## src/rtl/core/smp_pkg.sv

```systemverilog
`timescale 1ns / 1ps
// ----------------------------------------------------------------------------
// Substring match package
// Operation codes, byte widths and the control bundle that the top level
// broadcasts to every cell of the comparator row.
// ----------------------------------------------------------------------------
package smp_pkg;

  // Width of one pattern or text byte.
  localparam int unsigned SymW = 8;
  // Width of the reported start position.
  localparam int unsigned IdxW = 6;
  // Width of the operation field.
  localparam int unsigned OpW = 2;

  // Operation codes carried by an input beat.
  typedef enum logic [OpW-1:0] {
    OP_CLEAR   = 2'd0,
    OP_PATTERN = 2'd1,
    OP_TEXT    = 2'd2
  } op_e;

  // Shift and clear commands that every cell sees in the same cycle.
  typedef struct packed {
    logic clear;
    logic pat_shift;
    logic txt_shift;
  } cell_ctrl_t;

endpackage

```

## src/rtl/core/smp_if.sv

```systemverilog
`timescale 1ns / 1ps
// ----------------------------------------------------------------------------
// Substring match channels
// Valid/ready channels for the command stream and the match results.
// ----------------------------------------------------------------------------
interface smp_in_if;
  logic                      valid;
  logic                      ready;
  logic [smp_pkg::OpW-1:0]   op;
  logic [smp_pkg::SymW-1:0]  symbol;

  modport source (output valid, output op, output symbol, input ready);
  modport sink   (input valid, input op, input symbol, output ready);
endinterface

interface smp_out_if;
  logic                      valid;
  logic                      ready;
  logic [smp_pkg::IdxW-1:0]  start_index;

  modport source (output valid, output start_index, input ready);
  modport sink   (input valid, input start_index, output ready);
endinterface

```

## src/rtl/core/smp_cell.sv

```systemverilog
`timescale 1ns / 1ps
// ----------------------------------------------------------------------------
// Substring match cell
// One position of the comparator row. It holds one pattern byte and one text
// byte, each so many places back from the newest byte of its stream, and
// reports whether the two agree for positions inside the pattern.
// ----------------------------------------------------------------------------
module smp_cell (
  input  logic                       clk_i,
  input  logic                       rst_ni,
  input  smp_pkg::cell_ctrl_t        ctrl_i,
  input  logic [smp_pkg::SymW-1:0]   pat_i,
  input  logic [smp_pkg::SymW-1:0]   txt_i,
  input  logic                       act_i,
  output logic [smp_pkg::SymW-1:0]   pat_o,
  output logic [smp_pkg::SymW-1:0]   txt_o,
  output logic                       act_o,
  output logic                       hit_o
);
  import smp_pkg::*;

  logic [SymW-1:0] pat_q;
  logic [SymW-1:0] txt_q;
  logic            act_q;

  // The active flag marks cells that lie inside the current pattern.
  always_ff @(posedge clk_i or negedge rst_ni) begin
    if (!rst_ni) begin
      act_q <= 1'b0;
    end else if (ctrl_i.clear) begin
      act_q <= 1'b0;
    end else if (ctrl_i.pat_shift) begin
      act_q <= act_i;
    end
  end

  // Byte registers shift towards older positions as new bytes arrive.
  always_ff @(posedge clk_i) begin
    if (ctrl_i.pat_shift) begin
      pat_q <= pat_i;
    end
    if (ctrl_i.txt_shift) begin
      txt_q <= txt_i;
    end
  end

  assign pat_o = pat_q;
  assign txt_o = txt_q;
  assign act_o = act_q;

  // Cells outside the pattern never veto a match.
  assign hit_o = !act_q || (pat_q == txt_q);

endmodule

```

## src/rtl/core/substring_match_positions.sv

```systemverilog
`timescale 1ns / 1ps
// A match on a text beat is compared once the comparator row has shifted and
// is offered on the output from the output register.
// After each stored text beat the row takes no new beat until the compare that
// follows the shift is done; clear and pattern beats start no compare.
// A result that waits on the output holds off the next input beat.
// Reset: counts and cell active flags clear at once; byte stores need no reset.
// ----------------------------------------------------------------------------
// Streaming substring search
// A row of MAX_LEN cells holds the pattern and the text, newest byte first.
// After each stored text byte every cell compares its pair, and the AND of all
// cells tells whether the pattern ends at the newest text byte.
// ----------------------------------------------------------------------------
module substring_match_positions #(
  parameter int unsigned MAX_LEN = 64
) (
  input  logic      clk_i,
  input  logic      rst_ni,
  smp_in_if.sink    in_i,
  smp_out_if.source out_o
);
  import smp_pkg::*;

  localparam int unsigned CntW = $clog2(MAX_LEN + 1);

  logic [CntW-1:0]  plen_q, plen_d;
  logic [CntW-1:0]  tcnt_q, tcnt_d;
  logic             chk_q;
  logic             out_vld_q;
  logic [IdxW-1:0]  start_q;
  logic             acc;
  logic             found;
  logic             hit_all;
  logic [CntW-1:0]  start_full;
  cell_ctrl_t       ctrl;

  logic [SymW-1:0]  pat_c [MAX_LEN];
  logic [SymW-1:0]  txt_c [MAX_LEN];
  logic [MAX_LEN-1:0] act_c;
  logic [MAX_LEN-1:0] hit_c;

  // A new beat waits while a compare is pending or a result is stuck.
  assign in_i.ready = !chk_q && (!out_vld_q || out_o.ready);
  assign acc        = in_i.valid && in_i.ready;

  // Decode the accepted beat into row commands; full stores drop bytes.
  always_comb begin
    ctrl           = '0;
    plen_d         = plen_q;
    tcnt_d         = tcnt_q;
    if (acc) begin
      unique case (in_i.op)
        OP_CLEAR: begin
          ctrl.clear = 1'b1;
          plen_d     = '0;
          tcnt_d     = '0;
        end
        OP_PATTERN: begin
          if (plen_q != CntW'(MAX_LEN)) begin
            ctrl.pat_shift = 1'b1;
            plen_d         = plen_q + 1'b1;
          end
        end
        OP_TEXT: begin
          if (tcnt_q != CntW'(MAX_LEN)) begin
            ctrl.txt_shift = 1'b1;
            tcnt_d         = tcnt_q + 1'b1;
          end
        end
        default: begin
        end
      endcase
    end
  end

  // Comparator row: cell zero takes the incoming byte.
  for (genvar j = 0; j < MAX_LEN; j++) begin : g_cell
    logic [SymW-1:0] pat_in;
    logic [SymW-1:0] txt_in;
    logic            act_in;

    if (j == 0) begin : g_head
      assign pat_in = in_i.symbol;
      assign txt_in = in_i.symbol;
      assign act_in = 1'b1;
    end else begin : g_body
      assign pat_in = pat_c[j-1];
      assign txt_in = txt_c[j-1];
      assign act_in = act_c[j-1];
    end

    smp_cell u_cell (
      .clk_i  (clk_i),
      .rst_ni (rst_ni),
      .ctrl_i (ctrl),
      .pat_i  (pat_in),
      .txt_i  (txt_in),
      .act_i  (act_in),
      .pat_o  (pat_c[j]),
      .txt_o  (txt_c[j]),
      .act_o  (act_c[j]),
      .hit_o  (hit_c[j])
    );
  end

  // A full match needs a non-empty pattern that fits in the text so far.
  assign hit_all    = &hit_c;
  assign found      = (plen_q != '0) && (tcnt_q >= plen_q) && hit_all;
  assign start_full = tcnt_q - plen_q;

  // Counters, compare flag and output register.
  always_ff @(posedge clk_i or negedge rst_ni) begin
    if (!rst_ni) begin
      plen_q    <= '0;
      tcnt_q    <= '0;
      chk_q     <= 1'b0;
      out_vld_q <= 1'b0;
    end else begin
      plen_q <= plen_d;
      tcnt_q <= tcnt_d;
      chk_q  <= ctrl.txt_shift;
      if (chk_q) begin
        out_vld_q <= found;
      end else if (out_o.ready) begin
        out_vld_q <= 1'b0;
      end
    end
  end

  // The start position is masked to the output width.
  always_ff @(posedge clk_i) begin
    if (chk_q) begin
      start_q <= IdxW'(start_full);
    end
  end

  assign out_o.valid       = out_vld_q;
  assign out_o.start_index = start_q;

endmodule
```

## src/flat_wrapper.sv

```systemverilog
// flat-port wrapper written by rule: the top's interface ports become plain ports
module substring_match_positions_flat import smp_pkg::*;
#(
  parameter int unsigned MAX_LEN = 64
)
  (clk_i, rst_ni, in_i_valid, in_i_op, in_i_symbol, in_i_ready, out_o_valid, out_o_start_index, out_o_ready);
  smp_in_if in_i_i ();
  smp_out_if out_o_i ();
  input  logic clk_i;
  input  logic rst_ni;
  input wire logic [$bits(in_i_i.valid)-1:0] in_i_valid;
  input wire logic [$bits(in_i_i.op)-1:0] in_i_op;
  input wire logic [$bits(in_i_i.symbol)-1:0] in_i_symbol;
  output wire logic [$bits(in_i_i.ready)-1:0] in_i_ready;
  output wire logic [$bits(out_o_i.valid)-1:0] out_o_valid;
  output wire logic [$bits(out_o_i.start_index)-1:0] out_o_start_index;
  input wire logic [$bits(out_o_i.ready)-1:0] out_o_ready;
  assign in_i_i.valid = in_i_valid;
  assign in_i_i.op = in_i_op;
  assign in_i_i.symbol = in_i_symbol;
  assign in_i_ready = in_i_i.ready;
  assign out_o_valid = out_o_i.valid;
  assign out_o_start_index = out_o_i.start_index;
  assign out_o_i.ready = out_o_ready;
  substring_match_positions #(.MAX_LEN(MAX_LEN)) u_core (.clk_i(clk_i), .rst_ni(rst_ni), .in_i(in_i_i), .out_o(out_o_i));
endmodule
```

## config.mk

```make
export PLATFORM = sky130hd
export DESIGN_NAME = substring_match_positions_flat
export DESIGN_NICKNAME = d
export VERILOG_FILES = /design/src/rtl/core/smp_pkg.sv /design/src/rtl/core/smp_if.sv /design/src/rtl/core/smp_cell.sv /design/src/rtl/core/substring_match_positions.sv /design/src/flat_wrapper.sv
export SDC_FILE = /design/constraint.sdc
export NUM_CORES = 1
export LEC_CHECK = 0
export ABC_CLOCK_PERIOD_IN_PS = 15800
export BUFFER_PORTS_ARGS = -buffer_cell sky130_fd_sc_hd__buf_4
export CAP_MARGIN = 10
export CORE_MARGIN = 2
export CORE_UTILIZATION = 35
export DETAILED_ROUTE_END_ITERATION = 8
export PLACE_DENSITY_LB_ADDON = 0.25
export SYNTH_ARGS = -nofsm -noshare
export SYNTH_HDL_FRONTEND = slang
export SYNTH_SLANG_ARGS = --single-unit
export TNS_END_PERCENT = 100
```

## constraint.sdc

```tcl
create_clock -name clk_i -period 15.8 [get_ports clk_i]
set_clock_uncertainty 0.05 [all_clocks]
set_input_delay 0.79 -clock clk_i [delete_from_list [all_inputs] [get_ports clk_i]]
set_output_delay 0.79 -clock clk_i [all_outputs]
set_load 0.01 [all_outputs]
```

==> metrics.md, run 1 <==
| Metric | Value |
|---|---|
| Final Total Pwr | `about 0.006 W` |
| Clk_lat worst skew | `between 0.6 and 0.7 ns` |
| Largest net degree at the start of global routing | `between 80 and 90` |
| CTS HTree Levels | `3` |
| Synth unique cells | `38` |
| Vias per inst | `about 4.7` |
| Ys flop type | `edfxtp_1` |
| P per Cell Area | `134 mW/mm²` |
| I/O Pins | `22` |
| Post_cts resized | `0` |
| Starting density of the core | `a little over a third` |
| Synth Net Count | `2040` |
| # DRC | `0` |
| RSZ-0062 raised after global routing | `false` |
| Worst path max stage delay | `0.91 ns` |
| Syn_area_per_cell | `19.9 µm²` |
| Worst VDD drop | `about 0.09 mV` |
| Status | `complete, no violations` |
| HPWL Detailed | `about 45000 µm` |
| Post-CTS Setup Bufs | `0` |
| WS Path Type | `flop to flop` |
| Sink Count | `1110` |
| Root Buffer | `clkbuf_16` |
| Fin crit period | `roughly 5.6 ns` |
| Mapped Area | `0.0400 mm²` |
| Pleak | `between 10 and 15 nW` |
| Max Cap Viol | `0` |
| Worst min-delay path class | `input pin to asynchronous set/reset pin` |
| Die area | `between 0.1 and 0.15 mm²` |
| Core ar. | `about 0.11 mm²` |
| Total global-route track usage | `between 10% and 20%` |
| CP arrival | `about 5.8 ns` |
| Startpoint types | `flop` |
| Ys async rst share | `under 10%` |
| Via count | `17500` |
| Data required, critical path | `16.03 ns` |
| TritonCTS clock tree | `built` |
| Clock buffer count from CTS | `110` |
| Final setup TNS | `0 ns` |
| Endpoint type of the worst setup path | `flop` |
| Final count of pins violating max slew | `0` |
| DRT Pass-1 Iters | `5` |
| Layout cells sized above 1 | `approximately a tenth` |
| CTS Hold Bufs | `0` |
| FMAX | `0.180 GHz` |
| Final nets | `approximately 2200` |
| Fraction of the cycle the final worst path needs | `35.2%` |
| Diodes inserted | `0` |
| Die height | `approximately 340 µm` |
| Fin area | `around 0.046 mm²` |
| First-pass GRT wire length | `110000 µm` |
| WL final | `72300 µm` |
| Synth Warn # | `0` |
| Routed Antenna Nets | `0` |
| Clk pin slew, worst setup/hold paths | `0.06 ns` |
| WL/cell | `between 15 and 20 µm` |
| Maximum clock insertion buffer count | `3` |
| Seq cells post-synth | `1110` |
| EDFF count, synth | `1030` |
| Iter 0 DRT Violations | `approximately 1600` |
| Max-slew headroom | `22.3%` |
| CP max stage cell | `buf_4` |
| Placed Area | `~0.042 mm²` |
| Most used cell, CP | `buf_4` |
| Crit-path cells | `inv_1 > ha_1 > nand3_1 > nor3_1 > nor3_1 > and2_4 > buf_4 > buf_4 > buf_4` |
| CP max FO | `79` |
| Mapped Cells | `a little over 2000` |
| Register area share after synthesis | `between 80 and 90%` |
| Buffers on Ports | `21` |
| Final setup viols | `0` |
| FP Rows | `124` |
| Initial antenna violation count | `2` |
| Final Hold Fails | `0` |
| Fill cells | `10100` |
| Vias in the first global route | `around 18000` |
| Die width | `~340 µm` |
| Area grow syn2layout | `14.3%` |
| RD Place Congestion | `roughly 0.8` |
| Grt ovf | `0` |
| Worst Tran Pin Value | `approximately 1.2 ns` |
==> area by class of cell <==
cell class / count / area [µm²] / share of cell area [%]
well taps: 1512 / 1890 / 4.14
flip-flops and latches: 1110 / 32900 / 72.0
clock inverters: 60 / 631 / 1.38
repair buffers: 38 / 285 / 0.624
clock buffers: 146 / 2990 / 6.54
inverters: 13 / 48.8 / 0.107
multi-input cells: 875 / 6930 / 15.2
==> placed cells by master (no fill, tap or decap), drive strengths merged, types with 2 or more instances in the layout <==
master    instances
and3              4
a211oi            2
a21oi             3
a22o             64
ha               11
nor2             14
buf              38
xnor2           510
xor2             14
dfrtp            80
edfxtp         1030
nor3              5
bufinv           11
clkinvlp          3
inv              18
clkbuf          146
nand4           146
nand2             9
and2              3
nor2b             2
a21boi            2
mux2              2
clkinv           41
nor4              5
nand3             4
o21ai            66
==> metal layers <==
layer / vias to the layer above / track usage (%) / share of wire, % / routed length, µm
li1: 8014 / - / - / -
met1: 9016 / 16.3 / 43 / 31300
met2: 358 / 20.2 / 49 / 35300
met3: 122 / 2.91 / 5.4 / 3900
met4: 0 / 3.87 / 2.4 / 1760
met5: - / 0 / 0 / 0
==> Yosys cell counts (all sizes together), types with 2 or more instances <==
cell type	count	share of area (%)
and2	3	0.047
xor2	14	0.31
nand3	4	0.050
a211oi	2	0.069
nand2	9	0.091
nor2	14	0.13
a22o	64	1.4
nor2b	2	0.031
nor3	5	0.063
clkbuf	3	0.028
a21oi	3	0.038
nor4	5	0.078
edfxtp	1030	77
dfrtp	80	5.0
and3	4	0.075
o21ai	66	0.83
mux2	2	0.056
inv	13	0.12
buf	13	0.23
nand4	146	2.3
xnor2	510	11
ha	11	0.34
a21boi	2	0.038
==> registers in the layout, indices dropped and copies added, names as in the netlist <==
signal	cells
u_core.g_cell.u_cell.txt_o	512
u_core.g_cell.u_cell.pat_o	512
u_core.out_o.valid	1
u_core.tcnt_q	7
u_core.chk_q	1
u_core.plen_q	7
u_core.out_o.start_index	6
u_core.g_cell.u_cell.act_o	64
==> path summary, 6_finish.rpt <==
check | slack [ns] | from | endpoint | depth (start not counted)
worst min-delay path | 0.07 | rst_ni | u_core.tcnt_q[3]$_DFFE_PN0P_ | 1
worst max register to register | 10.24 | u_core.tcnt_q[1]$_DFFE_PN0P_ | u_core.g_cell[13].u_cell.txt_o[1]$_DFFE_PP_ | 9
worst min register to register | 0.41 | u_core.g_cell[48].u_cell.txt_o[2]$_DFFE_PP_ | u_core.g_cell[49].u_cell.txt_o[2]$_DFFE_PP_ | 0
max in group asynchronous | 14.43 | rst_ni | u_core.g_cell[14].u_cell.act_o$_DFFE_PN0P_ | 2
min in group clk_i | 0.25 | in_i_symbol[7] | u_core.g_cell[0].u_cell.txt_o[7]$_DFFE_PP_ | 1
worst max-delay path | 10.24 | u_core.tcnt_q[1]$_DFFE_PN0P_ | u_core.g_cell[13].u_cell.txt_o[1]$_DFFE_PP_ | 9
==> per-stage QoR <==
stage          std cells  setup WS, ns  util (%)  hold WS (ns)
4_1_cts             3754         10.16      40.1        0.0359
5_1_grt             3754          9.72      40.1        0.0711
2_1_floorplan       2014          1.03         -         0.397
6_report            3754         10.24      40.1        0.0667
3_5_place_dp        3548          9.80      37.0         0.405
3_3_place_gp        3548          9.98      37.0         0.400
==> where the power goes <==
part / internal (W) / switching (W)
registers: 0.00329 / 0.0000511
clock network: 0.00151 / 0.00108
logic: 0.0000649 / 0.000119
total: 0.00487 / 0.00125
==> cells by family (layout without fill, tap and decap cells) <==
logic type               count (synthesis)  in the layout  synth area share (%)
XOR/XNOR                               524            524                  11.5
AND/OR/NAND/NOR                        195            195                  2.90
adder cells (fa/ha/maj)                 12             12                 0.394
AO/OA/AOI/OAI                          142            142                  2.47
buffers and inverters                   29            257                 0.375
flip-flops                            1110           1110                  82.3
multiplexers                             2              2                0.0563
==> worst max-delay path: cells and delay by family, from the launching register on <==
kind          cells  cell delay, ns
fa+ha+maj         1            0.21
buf+inv           4            2.63
flops             1            0.48
simple gates      4            1.54
Note: power is estimated with default switching activity, not from simulation.
==> run 2, diff against run 1 <==
--- a/config.mk
+++ b/config.mk
@@ -5,7 +5,7 @@
 export SDC_FILE = /design/constraint.sdc
 export NUM_CORES = 1
 export LEC_CHECK = 0
-export ABC_CLOCK_PERIOD_IN_PS = 15800
+export ABC_CLOCK_PERIOD_IN_PS = 5100
 export BUFFER_PORTS_ARGS = -buffer_cell sky130_fd_sc_hd__buf_4
 export CAP_MARGIN = 10
 export CORE_MARGIN = 2
==> constraint.sdc (replaced) <==
create_clock -name clk_i -period 5.1 [get_ports clk_i]
set_clock_uncertainty 0.05 [all_clocks]
set_input_delay 0.255 -clock clk_i [delete_from_list [all_inputs] [get_ports clk_i]]
set_output_delay 0.255 -clock clk_i [all_outputs]
set_load 0.01 [all_outputs]
==> run 2 against run 1 <==
Effect of this change: count of clock-buffer cells in the layout increased by 20; non-clock buffer count increased by 19; clock power increased to 3.1 times the previous value; maximum frequency increased by 68%; sequential power increased to 3.1 times the previous value; global-route usage increased by 0.44 points; flip-flop and latch count unchanged; worst hold slack improved by 0.085 ns; utilization increased by 0.36 points; routed wire length increased by 3.8%; via count increased by 1.5%; final cell count increased by 0.59%.
==> metrics.md, run 2 (same netlist as run 1, synthesis figures left out) <==
| Metric | Value |
|---|---|
| Finished Layout Cells | `3776 (+0.59%)` |
| Die area | `0.117 mm² (unchanged)` |
| RSZ-0062 raised after global routing | `false` |
| Starting density of the core | `35.1% (unchanged)` |
| WS Path Type | `flop to flop` |
| CP arrival | `3.57 ns (-2.22 ns)` |
| Depth of the most critical reg-to-reg path | `5 (-4)` |
| Die width | `342 µm (unchanged)` |
| WL/cell | `19.9 µm (+3.2%)` |
| FP Rows | `124 (unchanged)` |
| Post-CTS Setup Bufs | `0 (unchanged)` |
| Clock Power Share | `42.5% (about the same)` |
| Final count of pins violating max slew | `0 (unchanged)` |
| CP max FO | `52 (-34%)` |
| Int Power | `0.0152 W (+210%)` |
| Worst Tran Pin Value | `1.13 ns (-0.0221 ns)` |
| Largest net degree at the start of global routing | `103 (+18%)` |
| Final setup TNS | `0 ns (unchanged)` |
| Startpoint types | `flop` |
| Iter 0 DRT Violations | `1368 (-13%)` |
| Place WS | `1.75 ns (-8.05 ns)` |
| Worst R2R End | `u_core.g_cell[11].u_cell.txt_o[2]$_DFFE_PP_` |
| Final nets | `2193 (+0.87%)` |
| # DRC | `0 (unchanged)` |
| Worst min-delay path class | `input pin to asynchronous set/reset pin` |
| CTS HTree Levels | `3 (unchanged)` |
| TritonCTS clock tree | `built` |
| Pleak | `14.0 nW (+1.2%)` |
| Fin area | `0.0461 mm² (+0.89%)` |
| Max-slew headroom | `24.0% (+1.7 points)` |
| Core Util, Final | `40.5% (+0.36 points)` |
| Comb pwr share | `3.3% (+0.3 points)` |
| Die height | `342 µm (unchanged)` |
| Max Cap Viol | `0 (unchanged)` |
| P per Cell Area | `413 mW/mm² (+210%)` |
| I/O Pins | `22 (unchanged)` |
| Routed Antenna Nets | `0 (unchanged)` |
| Diodes inserted | `0 (unchanged)` |
| Initial antenna violation count | `0 (-2)` |
| Maximum clock insertion buffer count | `3 (unchanged)` |
| Data required, critical path | `5.37 ns (-10.66 ns)` |
| Fraction of the cycle the final worst path needs | `64.9% (+30 points)` |
| FF-to-FF setup slack | `1.79 ns (-8.45 ns)` |
| Switch Pwr | `0.00388 W (+210%)` |
| Post_cts resized | `0 (unchanged)` |
| First-pass GRT wire length | `114000 µm (+3.0%)` |
| Fill cells | `10200 (+0.37%)` |
| Most common cell after layout, fill and taps aside | `edfxtp_1` |
| Worst VDD drop | `0.289 mV (+220%)` |
| Vias per inst | `4.70 (+0.87%)` |
| DRT Pass-1 Iters | `5 (unchanged)` |
| Switching share of power | `20.4% (-0.041 points)` |
| Clock buffer count from CTS | `110 (unchanged)` |
| Vias in the first global route | `18700 (+1.3%)` |
| Via count | `17800 (+1.5%)` |
| Setup ws final | `1.79 ns (-8.45 ns)` |
| Final setup viols | `0 (unchanged)` |
| RD Place Congestion | `0.777 (-3.4%)` |
| Endpoint type of the worst setup path | `flop` |
| HPWL Detailed | `48200 µm (+7.2%)` |
| WL final | `75000 µm (+3.8%)` |
| Root Buffer | `clkbuf_16` |
| Total global-route track usage | `12.8% (+0.44 points)` |
| Grt ovf | `0 (unchanged)` |
| Status | `complete, no violations` |
| Area grow syn2layout | `15.3%` |
| R2R Path Start | `u_core.out_o.valid$_DFFE_PN0P_` |
| Buffers on Ports | `21 (unchanged)` |
| FMAX | `0.302 GHz (+68%)` |
| Clk_lat worst skew | `0.67 ns (about the same)` |
| Placed Area | `0.0423 mm² (+0.54%)` |
| Seq pwr share | `54.3% (-0.3 points)` |
| Final Hold Fails | `0 (unchanged)` |
| Clk pin slew, worst setup/hold paths | `0.06 ns (about the same)` |
| Most frequent cells in the layout | `1030 x edfxtp_1, 510 x xnor2_1, 146 x nand4_1, 112 x clkbuf_16, 79 x dfrtp_1` |
| Core ar. | `0.114 mm² (unchanged)` |
| Sink Count | `1110 (unchanged)` |
| Fin crit period | `3.31 ns (-2.25 ns)` |
| Layout cells sized above 1 | `9.85% (+0.53 points)` |
| Placed cells | `3555 (+0.20%)` |
[run 2: worst max path at each step]
stage,from,end,slack [ns]
after floorplan,u_core.tcnt_q[1]$_DFFE_PN0P_,u_core.tcnt_q[0]$_DFFE_PN0P_,-0.12
after global placement,u_core.g_cell[8].u_cell.txt_o[4]$_DFFE_PP_,u_core.out_o.valid$_DFFE_PN0P_,0.85
after detailed placement,u_core.out_o.valid$_DFFE_PN0P_,u_core.g_cell[10].u_cell.txt_o[1]$_DFFE_PP_,1.75
after CTS,u_core.out_o.valid$_DFFE_PN0P_,u_core.g_cell[13].u_cell.txt_o[4]$_DFFE_PP_,1.71
after global routing,u_core.out_o.valid$_DFFE_PN0P_,u_core.g_cell[10].u_cell.txt_o[1]$_DFFE_PP_,1.57
final,u_core.out_o.valid$_DFFE_PN0P_,u_core.g_cell[11].u_cell.txt_o[2]$_DFFE_PP_,1.79
[run 2: power by group through the flow]
stage	clock network, W	registers [W]	logic (W)
final	0.00809	0.0103	0.000623
after global routing	0.00868	0.0104	0.000688
after CTS	0.00832	0.0103	0.000642
after detailed placement	0	0.0105	0.000630
after global placement	0	0.0105	0.000619
after floorplan	0	0.0105	0.000393
[run 2: cell type report]
cell class | instances | area, µm² | area share (%)
sequential | 1110 | 32900 | 71.4
multi-input combinational | 875 | 6950 | 15.1
clock buffer | 166 | 3190 | 6.91
tap | 1512 | 1890 | 4.10
timing repair buffer | 57 | 608 | 1.32
clock inverter | 43 | 494 | 1.07
inverter | 13 | 48.8 | 0.106
[run 2: through the flow]
| stage | hold slack (ns) | power (W) |
|---|---|---|
| after floorplan | -0.0906 | 0.0109 |
| after global placement | 0.316 | 0.0111 |
| after detailed placement | 0.329 | 0.0112 |
| after CTS | 0.105 | 0.0193 |
| after global routing | 0.179 | 0.0197 |
| final | 0.152 | 0.0191 |
[run 2: routing by layer]
metal,part of all wire (%),up-vias,global-route usage (%)
li1,-,8049,-
met5,0,-,0
met4,2.2,0,3.53
met1,44,9244,17.1
met3,4.2,119,2.21
met2,50,354,21.6
[run 2: timing repair]
action / CTS / global route
endpoints found under the setup margin: 0 / 0
hold buffers: 12 / 0
hold endpoints to repair: 65 / 0
[run 2: critical path, stage by stage, from the launching register on]
cell and delay, ns:
dfrtp_1 0.49, nand2b_1 0.37, nand3_2 0.21, nor3_4 0.38, and2_4 0.80, buf_4 0.53
==> run 3, diff against run 2 <==
--- a/config.mk
+++ b/config.mk
@@ -5,7 +5,7 @@
 export SDC_FILE = /design/constraint.sdc
 export NUM_CORES = 1
 export LEC_CHECK = 0
-export ABC_CLOCK_PERIOD_IN_PS = 5100
+export ABC_CLOCK_PERIOD_IN_PS = 2830
 export BUFFER_PORTS_ARGS = -buffer_cell sky130_fd_sc_hd__buf_4
 export CAP_MARGIN = 10
 export CORE_MARGIN = 2
==> constraint.sdc (replaced) <==
create_clock -name clk_i -period 2.83 [get_ports clk_i]
set_clock_uncertainty 0.05 [all_clocks]
set_input_delay 0.1415 -clock clk_i [delete_from_list [all_inputs] [get_ports clk_i]]
set_output_delay 0.1415 -clock clk_i [all_outputs]
set_load 0.01 [all_outputs]
==> run 3 against run 2 <==
Effect of this change: register-to-register slack lost 1.7 ns; routed wire length increased by 0.42%; die area is the same; global-route usage is 0.23 points higher; critical path depth rose by 4; critical endpoint is now u_core.g_cell[0].u_cell.txt_o[4]$_DFFE_PP_.
==> metrics.md, run 3 (same netlist as run 1, synthesis figures left out) <==
| Metric | Value |
|---|---|
| Pleak | `14.5 nW (+3.3%)` |
| Placed Area | `0.0432 mm² (+2.2%)` |
| Top Family by Delay on Critical Path | `buffers and inverters` |
| Vias per inst | `4.67 (-0.85%)` |
| Buffers on Ports | `21 (unchanged)` |
| Final count of pins violating max slew | `0 (unchanged)` |
| Area grow syn2layout | `17.5%` |
| Final setup viols | `0 (unchanged)` |
| I/O Pins | `22 (unchanged)` |
| Max-slew headroom | `40.3% (+16 points)` |
| HPWL Detailed | `50200 µm (+4.1%)` |
| Most used cell, CP | `buf_12` |
| Sink Count | `1110 (unchanged)` |
| Status | `complete, no violations` |
| Initial antenna violation count | `3 (+3)` |
| Grt ovf | `0 (unchanged)` |
| Iter 0 DRT Violations | `1385 (+1.2%)` |
| # DRC | `0 (unchanged)` |
| RD Place Congestion | `0.792 (+1.9%)` |
| Starting density of the core | `35.1% (unchanged)` |
| Setup ws final | `0.132 ns (-1.66 ns)` |
| Post-CTS Setup Bufs | `0 (unchanged)` |
| Final nets | `2281 (+4.0%)` |
| Vias in the first global route | `19000 (+1.7%)` |
| Clk pin slew, worst setup/hold paths | `0.06 ns (about the same)` |
| Max Cap Viol | `0 (unchanged)` |
| Fill cells | `10000 (-1.2%)` |
| Clk_lat worst skew | `0.68 ns (about the same)` |
| Total global-route track usage | `13.0% (+0.23 points)` |
| Worst path max stage delay | `0.58 ns (-0.22 ns)` |
| DRT Pass-1 Iters | `5 (unchanged)` |
| Via count | `18000 (+1.5%)` |
| Worst min-delay path class | `input pin to asynchronous set/reset pin` |
| Place WS | `0.0729 ns (-1.68 ns)` |
| WS Path Type | `flop to flop` |
| Crit-path cells | `inv_1 > ha_2 > nand3_2 > nor3_2 > nor3_4 > dlygate4sd3_1 > and2_4 > buf_12 > buf_12` |
| Core ar. | `0.114 mm² (unchanged)` |
| CP bufs+invs | `4 (+3)` |
| Fraction of the cycle the final worst path needs | `95.3% (+30 points)` |
| Largest net degree at the start of global routing | `90 (-13%)` |
| Fin crit period | `2.70 ns (-0.610 ns)` |
| Routed Antenna Nets | `0 (unchanged)` |
| WL final | `75300 µm (+0.42%)` |
| Most common cell after layout, fill and taps aside | `edfxtp_1` |
| First-pass GRT wire length | `116000 µm (+1.9%)` |
| CTS HTree Levels | `3 (unchanged)` |
| Diodes inserted | `0 (unchanged)` |
| FMAX | `0.371 GHz (+23%)` |
| Die area | `0.117 mm² (unchanged)` |
| CP arrival | `3.00 ns (-0.57 ns)` |
| Root Buffer | `clkbuf_16` |
| Layout cells sized above 1 | `13.6% (+3.7 points)` |
| Die width | `342 µm (unchanged)` |
| Fin area | `0.0470 mm² (+2.0%)` |
| FP Rows | `124 (unchanged)` |
| Startpoint types | `flop` |
| Maximum clock insertion buffer count | `3 (unchanged)` |
| Worst VDD drop | `0.480 mV (+66%)` |
| Worst Tran Pin Value | `0.888 ns (-0.245 ns)` |
| Clock buffer count from CTS | `109 (-0.91%)` |
| Endpoint type of the worst setup path | `flop` |
| Most frequent cells in the layout | `1030 x edfxtp_1, 510 x xnor2_1, 146 x nand4_1, 110 x clkbuf_16, 99 x buf_4` |
| TritonCTS clock tree | `built` |
| P per Cell Area | `731 mW/mm² (+77%)` |
| Final Hold Fails | `0 (unchanged)` |
| CP max FO | `39 (-25%)` |
| CP max stage cell | `dlygate4sd3_1` |
| Die height | `342 µm (unchanged)` |
| RSZ-0062 raised after global routing | `false` |
| WL/cell | `19.5 µm (-1.9%)` |
| Data required, critical path | `3.13 ns (-2.24 ns)` |
run 3: cell types whose count changed in the layout (fill, tap and decap cells not counted), moves of 7 or more:
cell | before | now
clkbuf_8 | 18 | 7
buf_4 | 33 | 99
clkbuf_1 | 36 | 17
buf_12 | 12 | 33
clkinv_1 | 7 | 21
clkinvlp_4 | 0 | 7
run 3: timing repair:
action / 4_1_cts / 5_1_grt
hold endpoints to repair: 84 / 0
setup endpoints to repair: 0 / 1
resized for setup: 0 / 4
hold buffers: 14 / 0
run 3: path summary, 6_finish.rpt:
kind	start	slack [ns]	depth (start not counted)	to
worst max-delay path	u_core.tcnt_q[1]$_DFFE_PN0P_	0.13	9	u_core.g_cell[0].u_cell.txt_o[4]$_DFFE_PP_
worst min-delay path	rst_ni	0.01	2	u_core.g_cell[8].u_cell.act_o$_DFFE_PN0P_
worst max register to register	u_core.tcnt_q[1]$_DFFE_PN0P_	0.13	9	u_core.g_cell[0].u_cell.txt_o[4]$_DFFE_PP_
max in group asynchronous	rst_ni	1.76	4	u_core.g_cell[20].u_cell.act_o$_DFFE_PN0P_
min in group clk_i	in_i_valid	0.07	5	u_core.plen_q[3]$_DFFE_PN0P_
worst min register to register	u_core.g_cell[18].u_cell.pat_o[4]$_DFFE_PP_	0.40	0	u_core.g_cell[19].u_cell.pat_o[4]$_DFFE_PP_
run 3: routing by layer:
metal	track usage (%)	wire (µm)	up-vias
li1	-	-	8240
met1	17.9	33500	9283
met2	21.1	36300	380
met3	2.66	3850	121
met4	3.80	1620	2
met5	0	13	-
run 3: cell type report:
class                           count  area (µm²)  area share [%]
Tap cell                         1512        1890            4.02
Sequential cell                  1110       32900            70.0
Clock inverter                     74         719            1.53
Inverter                           13        48.8           0.104
Timing Repair Buffer              146        1540            3.28
Multi-Input combinational cell    875        6970            14.8
Clock buffer                      134        2910            6.19
run 3: report_power, final:
group          leakage, nW  total [W]  switching (W)  internal [W]
Combinational         2.87    0.00123       0.000710      0.000516
Sequential            9.80     0.0186       0.000292        0.0183
Clock                 1.77     0.0145        0.00613       0.00836
run 3: metrics by stage:
step	total power, W	std cells	TNS [ns]	hold slack [ns]	util [%]
floorplan	0.0196	2014	-1274.70	-0.204	-
global placement	0.0202	3642	0	0.191	38.0
detailed placement	0.0202	3642	0	0.197	38.0
CTS	0.0347	3864	0	0.00122	41.3
global route	0.0355	3864	0	0.0401	41.3
finish	0.0343	3864	0	0.0145	41.3
